===== src/design/tmwf_pkg.sv =====
// ----------------------------------------------------------------------------
// tmwf_pkg
// Shared constants, state encoding and controller/datapath interface types
// for the trimmed mean window filter.
// ----------------------------------------------------------------------------
package tmwf_pkg;

	localparam int WINDOW_LEN  = 7;
	localparam int SAMPLE_BITS = 16;

	localparam int IDX_W   = $clog2(WINDOW_LEN);
	// sum of the whole window, signed
	localparam int SUM_W   = SAMPLE_BITS + IDX_W;
	localparam int DIV     = WINDOW_LEN - 2;
	localparam int RECIP_W = SUM_W + 1;
	localparam int PROD_W  = SUM_W + RECIP_W;
	localparam int DATA_W  = ((SAMPLE_BITS + 7) / 8) * 8;

	// floor(2^SUM_W / DIV), estimate is low by at most one
	localparam logic [RECIP_W-1:0] RECIP    = RECIP_W'((longint'(1) << SUM_W) / DIV);
	localparam logic [SUM_W-1:0]   DIV_V    = SUM_W'(DIV);
	localparam logic [IDX_W-1:0]   LAST_IDX = IDX_W'(WINDOW_LEN - 1);

	typedef enum logic [2:0] {
		ST_IDLE,
		ST_SCAN,
		ST_TRIM,
		ST_MUL,
		ST_FIX,
		ST_EMIT
	} tmwf_state_t;

	typedef struct packed {
		logic accept;
		logic scan;
		logic trim;
		logic mul;
		logic fix;
		logic emit;
	} tmwf_cmd_t;

	typedef struct packed {
		logic scan_last;
		logic out_free;
	} tmwf_sts_t;

endpackage


===== src/design/trimmed_mean_window_filter.sv =====
// ----------------------------------------------------------------------------
// trimmed_mean_window_filter
// Keeps the last seven signed samples and returns their mean with one
// minimum and one maximum removed, truncated toward zero.
// ----------------------------------------------------------------------------
//  channel  dir  tdata fields (lsb first)   notes
//  s_*      in   sample[15:0] signed        one item per sample
//  m_*      out  filtered[15:0] signed      one result item per input item
//
// an item goes from accept to result in these steps: accept, a read of
// each window entry in turn through the single window read port, trim,
// multiply, correction, load of the output register
// reset clears the window to zero and the oldest pointer at once
// a waiting result sits in the output register; the next item is accepted
// meanwhile and its result waits until the register is taken
module trimmed_mean_window_filter (
	input  logic                        clk,
	input  logic                        arst_n,
	input  logic                        s_tvalid,
	output logic                        s_tready,
	input  logic [tmwf_pkg::DATA_W-1:0] s_tdata,  // sample
	output logic                        m_tvalid,
	input  logic                        m_tready,
	output logic [tmwf_pkg::DATA_W-1:0] m_tdata   // filtered
);

	tmwf_pkg::tmwf_cmd_t                     cmd;
	tmwf_pkg::tmwf_sts_t                     sts;
	logic signed [tmwf_pkg::SAMPLE_BITS-1:0] filtered;

	tmwf_ctrl u_ctrl (
		.clk      (clk),
		.arst_n   (arst_n),
		.s_tvalid (s_tvalid),
		.s_tready (s_tready),
		.sts      (sts),
		.cmd      (cmd)
	);

	tmwf_dp u_dp (
		.clk      (clk),
		.arst_n   (arst_n),
		.cmd      (cmd),
		.sts      (sts),
		.sample   (s_tdata[tmwf_pkg::SAMPLE_BITS-1:0]),
		.m_tready (m_tready),
		.m_tvalid (m_tvalid),
		.filtered (filtered)
	);

	assign m_tdata = tmwf_pkg::DATA_W'(unsigned'(filtered));

endmodule


===== src/design/tmwf_ctrl.sv =====
// ----------------------------------------------------------------------------
// tmwf_ctrl
// Sequencer: takes an item, walks the window, trims, divides and hands the
// result to the output register.
// ----------------------------------------------------------------------------
module tmwf_ctrl (
	input  logic                clk,
	input  logic                arst_n,
	input  logic                s_tvalid,
	output logic                s_tready,
	input  tmwf_pkg::tmwf_sts_t sts,
	output tmwf_pkg::tmwf_cmd_t cmd
);

	tmwf_pkg::tmwf_state_t state_q;
	tmwf_pkg::tmwf_state_t state_d;

	always_ff @(posedge clk or negedge arst_n) begin
		if (!arst_n) begin
			state_q <= tmwf_pkg::ST_IDLE;
		end else begin
			state_q <= state_d;
		end
	end

	always_comb begin
		state_d = state_q;
		unique case (state_q)
			tmwf_pkg::ST_IDLE: begin
				if (s_tvalid) begin
					state_d = tmwf_pkg::ST_SCAN;
				end
			end
			tmwf_pkg::ST_SCAN: begin
				if (sts.scan_last) begin
					state_d = tmwf_pkg::ST_TRIM;
				end
			end
			tmwf_pkg::ST_TRIM: state_d = tmwf_pkg::ST_MUL;
			tmwf_pkg::ST_MUL:  state_d = tmwf_pkg::ST_FIX;
			tmwf_pkg::ST_FIX:  state_d = tmwf_pkg::ST_EMIT;
			tmwf_pkg::ST_EMIT: begin
				if (sts.out_free) begin
					state_d = tmwf_pkg::ST_IDLE;
				end
			end
			default: state_d = tmwf_pkg::ST_IDLE;
		endcase
	end

	always_comb begin
		cmd      = '0;
		s_tready = 1'b0;
		unique case (state_q)
			tmwf_pkg::ST_IDLE: begin
				s_tready   = 1'b1;
				cmd.accept = s_tvalid;
			end
			tmwf_pkg::ST_SCAN: cmd.scan = 1'b1;
			tmwf_pkg::ST_TRIM: cmd.trim = 1'b1;
			tmwf_pkg::ST_MUL:  cmd.mul  = 1'b1;
			tmwf_pkg::ST_FIX:  cmd.fix  = 1'b1;
			tmwf_pkg::ST_EMIT: cmd.emit = sts.out_free;
			default: begin
				cmd      = '0;
				s_tready = 1'b0;
			end
		endcase
	end

	a_emit_free: assert property (@(posedge clk) disable iff (!arst_n)
		cmd.emit |-> sts.out_free)
		else $error("result loaded while output register still full");

	a_trim_after_scan: assert property (@(posedge clk) disable iff (!arst_n)
		cmd.trim |-> $past(cmd.scan) && $past(sts.scan_last))
		else $error("trim step without a finished window scan");

	a_one_step: assert property (@(posedge clk) disable iff (!arst_n)
		$onehot0({cmd.accept, cmd.scan, cmd.trim, cmd.mul, cmd.fix, cmd.emit}))
		else $error("more than one datapath step at once");

endmodule


===== src/design/tmwf_dp.sv =====
// ----------------------------------------------------------------------------
// tmwf_dp
// Datapath: window registers, running sum with min and max, trimming,
// divide by window length minus two through a reciprocal multiply, and the
// output register.
// ----------------------------------------------------------------------------
module tmwf_dp (
	input  logic                                    clk,
	input  logic                                    arst_n,
	input  tmwf_pkg::tmwf_cmd_t                     cmd,
	output tmwf_pkg::tmwf_sts_t                     sts,
	input  logic signed [tmwf_pkg::SAMPLE_BITS-1:0] sample,
	input  logic                                    m_tready,
	output logic                                    m_tvalid,
	output logic signed [tmwf_pkg::SAMPLE_BITS-1:0] filtered
);

	logic signed [tmwf_pkg::SAMPLE_BITS-1:0] win_q [tmwf_pkg::WINDOW_LEN];
	logic [tmwf_pkg::IDX_W-1:0]              oldest_q;
	logic [tmwf_pkg::IDX_W-1:0]              idx_q;
	logic                                    out_valid_q;

	logic signed [tmwf_pkg::SUM_W-1:0]       sum_q;
	logic signed [tmwf_pkg::SAMPLE_BITS-1:0] lo_q;
	logic signed [tmwf_pkg::SAMPLE_BITS-1:0] hi_q;
	logic [tmwf_pkg::SUM_W-1:0]              abs_q;
	logic                                    neg_q;
	logic [tmwf_pkg::PROD_W-1:0]             prod_q;
	logic [tmwf_pkg::SUM_W-1:0]              qe_q;
	logic [tmwf_pkg::SUM_W-1:0]              rem_q;
	logic signed [tmwf_pkg::SAMPLE_BITS-1:0] out_q;

	logic signed [tmwf_pkg::SAMPLE_BITS-1:0] rd;
	logic signed [tmwf_pkg::SUM_W-1:0]       rd_ext;
	logic signed [tmwf_pkg::SUM_W-1:0]       trimmed;
	logic [tmwf_pkg::SUM_W-1:0]              qe;
	logic [tmwf_pkg::SUM_W-1:0]              quot;
	logic [tmwf_pkg::SUM_W-1:0]              res;

	assign rd      = win_q[idx_q];
	assign rd_ext  = tmwf_pkg::SUM_W'(rd);
	assign trimmed = sum_q - tmwf_pkg::SUM_W'(lo_q) - tmwf_pkg::SUM_W'(hi_q);
	assign qe      = prod_q[tmwf_pkg::SUM_W +: tmwf_pkg::SUM_W];
	assign quot    = qe_q + ((rem_q >= tmwf_pkg::DIV_V) ? tmwf_pkg::SUM_W'(1)
		: tmwf_pkg::SUM_W'(0));
	assign res     = neg_q ? (~quot + tmwf_pkg::SUM_W'(1)) : quot;

	// window, pointers and output valid
	always_ff @(posedge clk or negedge arst_n) begin
		if (!arst_n) begin
			for (int i = 0; i < tmwf_pkg::WINDOW_LEN; i++) begin
				win_q[i] <= '0;
			end
			oldest_q    <= '0;
			idx_q       <= '0;
			out_valid_q <= 1'b0;
		end else begin
			if (cmd.accept) begin
				win_q[oldest_q] <= sample;
				oldest_q        <= (oldest_q == tmwf_pkg::LAST_IDX) ? '0
					: oldest_q + tmwf_pkg::IDX_W'(1);
				idx_q           <= '0;
			end else if (cmd.scan && !sts.scan_last) begin
				// index stops on the last entry so the read stays in the window
				idx_q <= idx_q + tmwf_pkg::IDX_W'(1);
			end
			if (cmd.emit) begin
				out_valid_q <= 1'b1;
			end else if (m_tready) begin
				out_valid_q <= 1'b0;
			end
		end
	end

	// arithmetic payload
	always_ff @(posedge clk) begin
		if (cmd.scan) begin
			if (idx_q == '0) begin
				sum_q <= rd_ext;
				lo_q  <= rd;
				hi_q  <= rd;
			end else begin
				sum_q <= sum_q + rd_ext;
				if (rd < lo_q) begin
					lo_q <= rd;
				end
				if (rd > hi_q) begin
					hi_q <= rd;
				end
			end
		end
		if (cmd.trim) begin
			// divide the magnitude so the quotient truncates toward zero
			neg_q <= trimmed[tmwf_pkg::SUM_W-1];
			abs_q <= trimmed[tmwf_pkg::SUM_W-1] ? tmwf_pkg::SUM_W'(-trimmed)
				: tmwf_pkg::SUM_W'(trimmed);
		end
		if (cmd.mul) begin
			prod_q <= tmwf_pkg::PROD_W'(abs_q) * tmwf_pkg::PROD_W'(tmwf_pkg::RECIP);
		end
		if (cmd.fix) begin
			qe_q  <= qe;
			rem_q <= abs_q - tmwf_pkg::SUM_W'(qe * tmwf_pkg::DIV_V);
		end
		if (cmd.emit) begin
			out_q <= res[tmwf_pkg::SAMPLE_BITS-1:0];
		end
	end

	assign sts.scan_last = (idx_q == tmwf_pkg::LAST_IDX);
	assign sts.out_free  = !out_valid_q || m_tready;
	assign m_tvalid      = out_valid_q;
	assign filtered      = out_q;

	a_rem_range: assert property (@(posedge clk) disable iff (!arst_n)
		cmd.fix |=> rem_q < (tmwf_pkg::DIV_V + tmwf_pkg::DIV_V))
		else $error("reciprocal estimate off by more than one");

	a_oldest_range: assert property (@(posedge clk) disable iff (!arst_n)
		oldest_q <= tmwf_pkg::LAST_IDX)
		else $error("oldest slot pointer out of window");

	a_scan_start: assert property (@(posedge clk) disable iff (!arst_n)
		cmd.accept |=> idx_q == '0)
		else $error("window scan does not start at the first entry");

endmodule

===== config.mk =====
export PLATFORM = sky130hd
export DESIGN_NAME = trimmed_mean_window_filter
export DESIGN_NICKNAME = d
export VERILOG_FILES = /design/src/design/tmwf_pkg.sv /design/src/design/trimmed_mean_window_filter.sv /design/src/design/tmwf_ctrl.sv /design/src/design/tmwf_dp.sv
export SDC_FILE = /design/constraint.sdc
export NUM_CORES = 1
export LEC_CHECK = 0
export ABC_AREA = 1
export BUFFER_PORTS_ARGS = -buffer_cell sky130_fd_sc_hd__clkbuf_2
export CORE_ASPECT_RATIO = 0.6
export CORE_MARGIN = 8
export CORE_UTILIZATION = 50
export CTS_BUF_LIST = sky130_fd_sc_hd__clkbuf_8
export CTS_CLUSTER_SIZE = 12
export DETAILED_ROUTE_END_ITERATION = 7
export PLACE_DENSITY = 0.7
export SLEW_MARGIN = 0
export SYNTH_ARGS = -nofsm -noshare
export SYNTH_HDL_FRONTEND = slang
export SYNTH_HIERARCHICAL = 1
export SYNTH_SLANG_ARGS = --single-unit

===== constraint.sdc =====
create_clock -name clk -period 5.04 [get_ports clk]
set_input_delay 1.008 -clock clk [delete_from_list [all_inputs] [get_ports clk]]
set_output_delay 1.008 -clock clk [all_outputs]
set_load 0.005 [all_outputs]

==> results by group <==
Synth
  – Mapped Cells: around 2.4k
  – Synth Net Count: between 2k and 3k
  – Top_reg_cell synth: edfxtp_1
  – Ys Warns: 6
  – Async set-or-reset flop fraction in the synthesized netlist: 46.74%
  – Post-synthesis register bit count: about 260
  – Register area share after synthesis: 33.99%
  – Synth unique cells: 57
  – Syn Std Cell Area: around 21000 µm²
  – Syn_area_per_cell: 8.859 µm²
  – Post-synth EDFFs: ~140

Placement
  – Placer Congestion: 0.9469
  – DPL Wire Length: 44780 µm
  – IO buf count: 37
  – Post-place instance area: between 20000 and 25000 µm²

Clock network
  – CTS Sinks: 261
  – Clk root buf: clkbuf_8
  – Num CTS Buffers: 43
  – Clock Path Buffers: 3
  – CTS tree: built
  – H-tree depth: 2
  – Worst-path clk slew: roughly 0.070 ns
  – CTS Hold Bufs: 0
  – Clk_lat worst skew: a little over 0.6 ns

Floorplanning
  – Die Width: between 200 and 300 µm
  – Starting Density: 50.69%
  – Die height: 175.7 µm
  – Die area: around 50000 µm²
  – IO Count: 38
  – Number of core rows: between 50 and 60
  – Core area: approximately 42000 µm²

Detailed routing
  – Via count: about 17k
  – Final ANT Viol Nets: 0
  – DR vias/cell: 5.444
  – Drt pass-1 iters: 6
  – Final WL: 57620 µm
  – Starting DRT DRC Count: roughly 1.8k
  – Drt drc: 0
  – Routed WL per cell: roughly 18 µm

Setup path
  – FF-to-FF setup slack: between 0.05 and 0.06 ns
  – Worst R2R End: u_dp/prod_q[29]$_DFFE_PP_
  – Crit path max fanout: 4
  – Startpoint types: register
  – Critical path data arrival time: 5.33 ns
  – CP max stage cell: fa_1
  – Reg2Reg Depth: 18
  – Crit path kind: register to register
  – Critical-path cell list: ha_4 > fa_1 > inv_2 > fa_1 > inv_2 > fa_1 > inv_1 > fa_1 > fa_1 > inv_2 > ha_4 > nand2_4 > buf_6 > nor4_4 > nand3_2 > nand3_2 > a21oi_2 > xnor2_1
  – CP bufs+invs: 5
  – Critical Path Max Stage Delay: 0.57 ns
  – Critical path's top delay family: adder cells
  – Cell repeated most along the worst path: fa_1
  – Critical path data required time: between 5 and 6 ns
  – Worst R2R Start: u_dp/abs_q[5]$_DFFE_PP_
  – Crit end category: register

Global routing
  – GR Util All Layers: between 20% and 30%
  – Remaining Overflow, GRT: 0
  – Largest net degree at the start of global routing: 49
  – Vias in the first global route: between 15k and 20k
  – Global-route wire length before repair: 90470 µm
  – Antenna violations before repair: 0

STA
  – RSZ-0062 raised after global routing: yes
  – Maximum clock rate: 200.8 MHz
  – Final Hold Vio Count: 0
  – Min Tclk post-route: 4.981 ns
  – Setup TNS: 0 ns
  – Fin crit share: 98.84%
  – Worst slew margin: 17.35%
  – Setup Viol. Count Final: 0
  – Setup Skew: between 0.03 and 0.04 ns
  – Final Max Tran Viols: 0
  – Slew @ Worst Pin: 1.237 ns

Final layout
  – Commonest non-fill, non-tap cell in the layout: nand2_1
  – Antenna diodes: 0
  – Share of layout cells above drive strength 1: ~16%
  – Most frequent cells in the layout: 472 x nand2_1, 402 x inv_1, 216 x ha_1, 214 x o21ai_0, 139 x edfxtp_1
  – Area grow syn2layout: 16.75%
  – Nets: 2981
  – Utilization after layout: around 59%
  – Fin area: 24820 µm²

Outcome
  – Outcome: completed

Hold path
  – Hold WC Path Type: primary input to asynchronous set/reset pin

Run
  – Max_cap viols: 0
sequential cells by signal, summed over array words and instances, names as in the netlist:
name,cells
u_dp/qe_q,16
u_dp/abs_q,19
u_dp/idx_q,3
u_dp/m_tvalid,1
u_dp/filtered,16
u_dp/lo_q,16
u_dp/sum_q,19
u_dp/neg_q,1
u_dp/hi_q,16
u_ctrl/state_q,3
u_dp/win_q,112
u_dp/oldest_q,3
u_dp/rem_q,19
u_dp/prod_q,17
synthesized netlist by cell type (4+ instances only):
cell type	count	area share (%)
a21o_1	10	0.35
a21oi_1	126	3.0
a31oi_1	4	0.12
a32o_1	15	0.71
and2_1	4	0.12
buf_2	7	0.16
clkbuf_1	35	0.62
dfrtp_1	122	14
edfxtp_1	139	20
fa_1	132	12
ha_1	256	15
inv_1	407	7.2
inv_2	8	0.14
nand2_1	488	8.6
nand2_2	8	0.24
nand3_1	77	1.8
nand3b_1	7	0.25
nand4_1	20	0.59
nor2_1	114	2.0
nor2_2	5	0.15
nor3_1	21	0.49
nor4_1	10	0.29
o21ai_0	227	5.3
o21ai_1	8	0.19
o21bai_1	4	0.14
o31ai_1	4	0.14
xnor2_1	38	1.6
xor2_1	59	2.4
metal layers:
metal | wire length [µm] | vias to the layer above | global-route usage [%]
met5 | 0 | - | 0
met4 | 935 | 0 | 4.712
met3 | 6107 | 65 | 7.726
met2 | 22430 | 626 | 31.46
met1 | 28150 | 8365 | 34.75
li1 | - | 8229 | -
per-stage QoR:
step                instances  hold WS [ns]  worst slack (ns)
floorplan                2400        0.4478         -0.002180
global placement         3078        0.4622           -0.2374
detailed placement       3078        0.4683           -0.3394
CTS                      3165        0.4062         -0.001750
global route             3175        0.4473           -0.1189
finish                   3175        0.4228           0.05869
cell type report:
cell class                      count  area, µm²
Sequential cell                   261       7227
Multi-Input combinational cell   1676      13240
Timing Repair Buffer              175       1250
Clock inverter                     27      142.6
Inverter                          416       1562
Tap cell                          570      713.2
Clock buffer                       50      688.2
Fill cell                        3576      17120
how the worst max path moves through the flow:
stage,depth (start not counted),to,slack [ns],start
2_1_floorplan,19,u_dp/prod_q[31]$_DFFE_PP_,-0.002,u_dp/abs_q[5]$_DFFE_PP_
3_3_place_gp,18,u_dp/prod_q[34]$_DFFE_PP_,-0.24,u_dp/abs_q[10]$_DFFE_PP_
3_5_place_dp,20,u_dp/prod_q[31]$_DFFE_PP_,-0.34,u_dp/abs_q[12]$_DFFE_PP_
4_1_cts,19,u_dp/prod_q[35]$_DFFE_PP_,-0.002,u_dp/abs_q[10]$_DFFE_PP_
5_1_grt,19,u_dp/prod_q[35]$_DFFE_PP_,-0.12,u_dp/abs_q[5]$_DFFE_PP_
6_report,18,u_dp/prod_q[29]$_DFFE_PP_,0.06,u_dp/abs_q[5]$_DFFE_PP_
repair_timing:
item                       in CTS  in global routing
buffers inserted               10                 10
resized for setup              61                128
pin swaps                      26                 79
setup endpoints to repair      16                 17
kinds of logic (layout without fill, tap and decap cells):
group	after synthesis	count (layout)	share of synthesized area (%)
DFF	261	261	33.99
and+or+nand+nor	765	765	14.99
buffers and inverters	463	668	8.321
adders and majority gates	388	388	27.49
xor gates and xnor gates	100	100	4.278
AOI/OAI and AO/OA	423	423	10.92
Power is not shown: default switching activity piles up to over one toggle a cycle in this logic, so the estimate is an artifact.
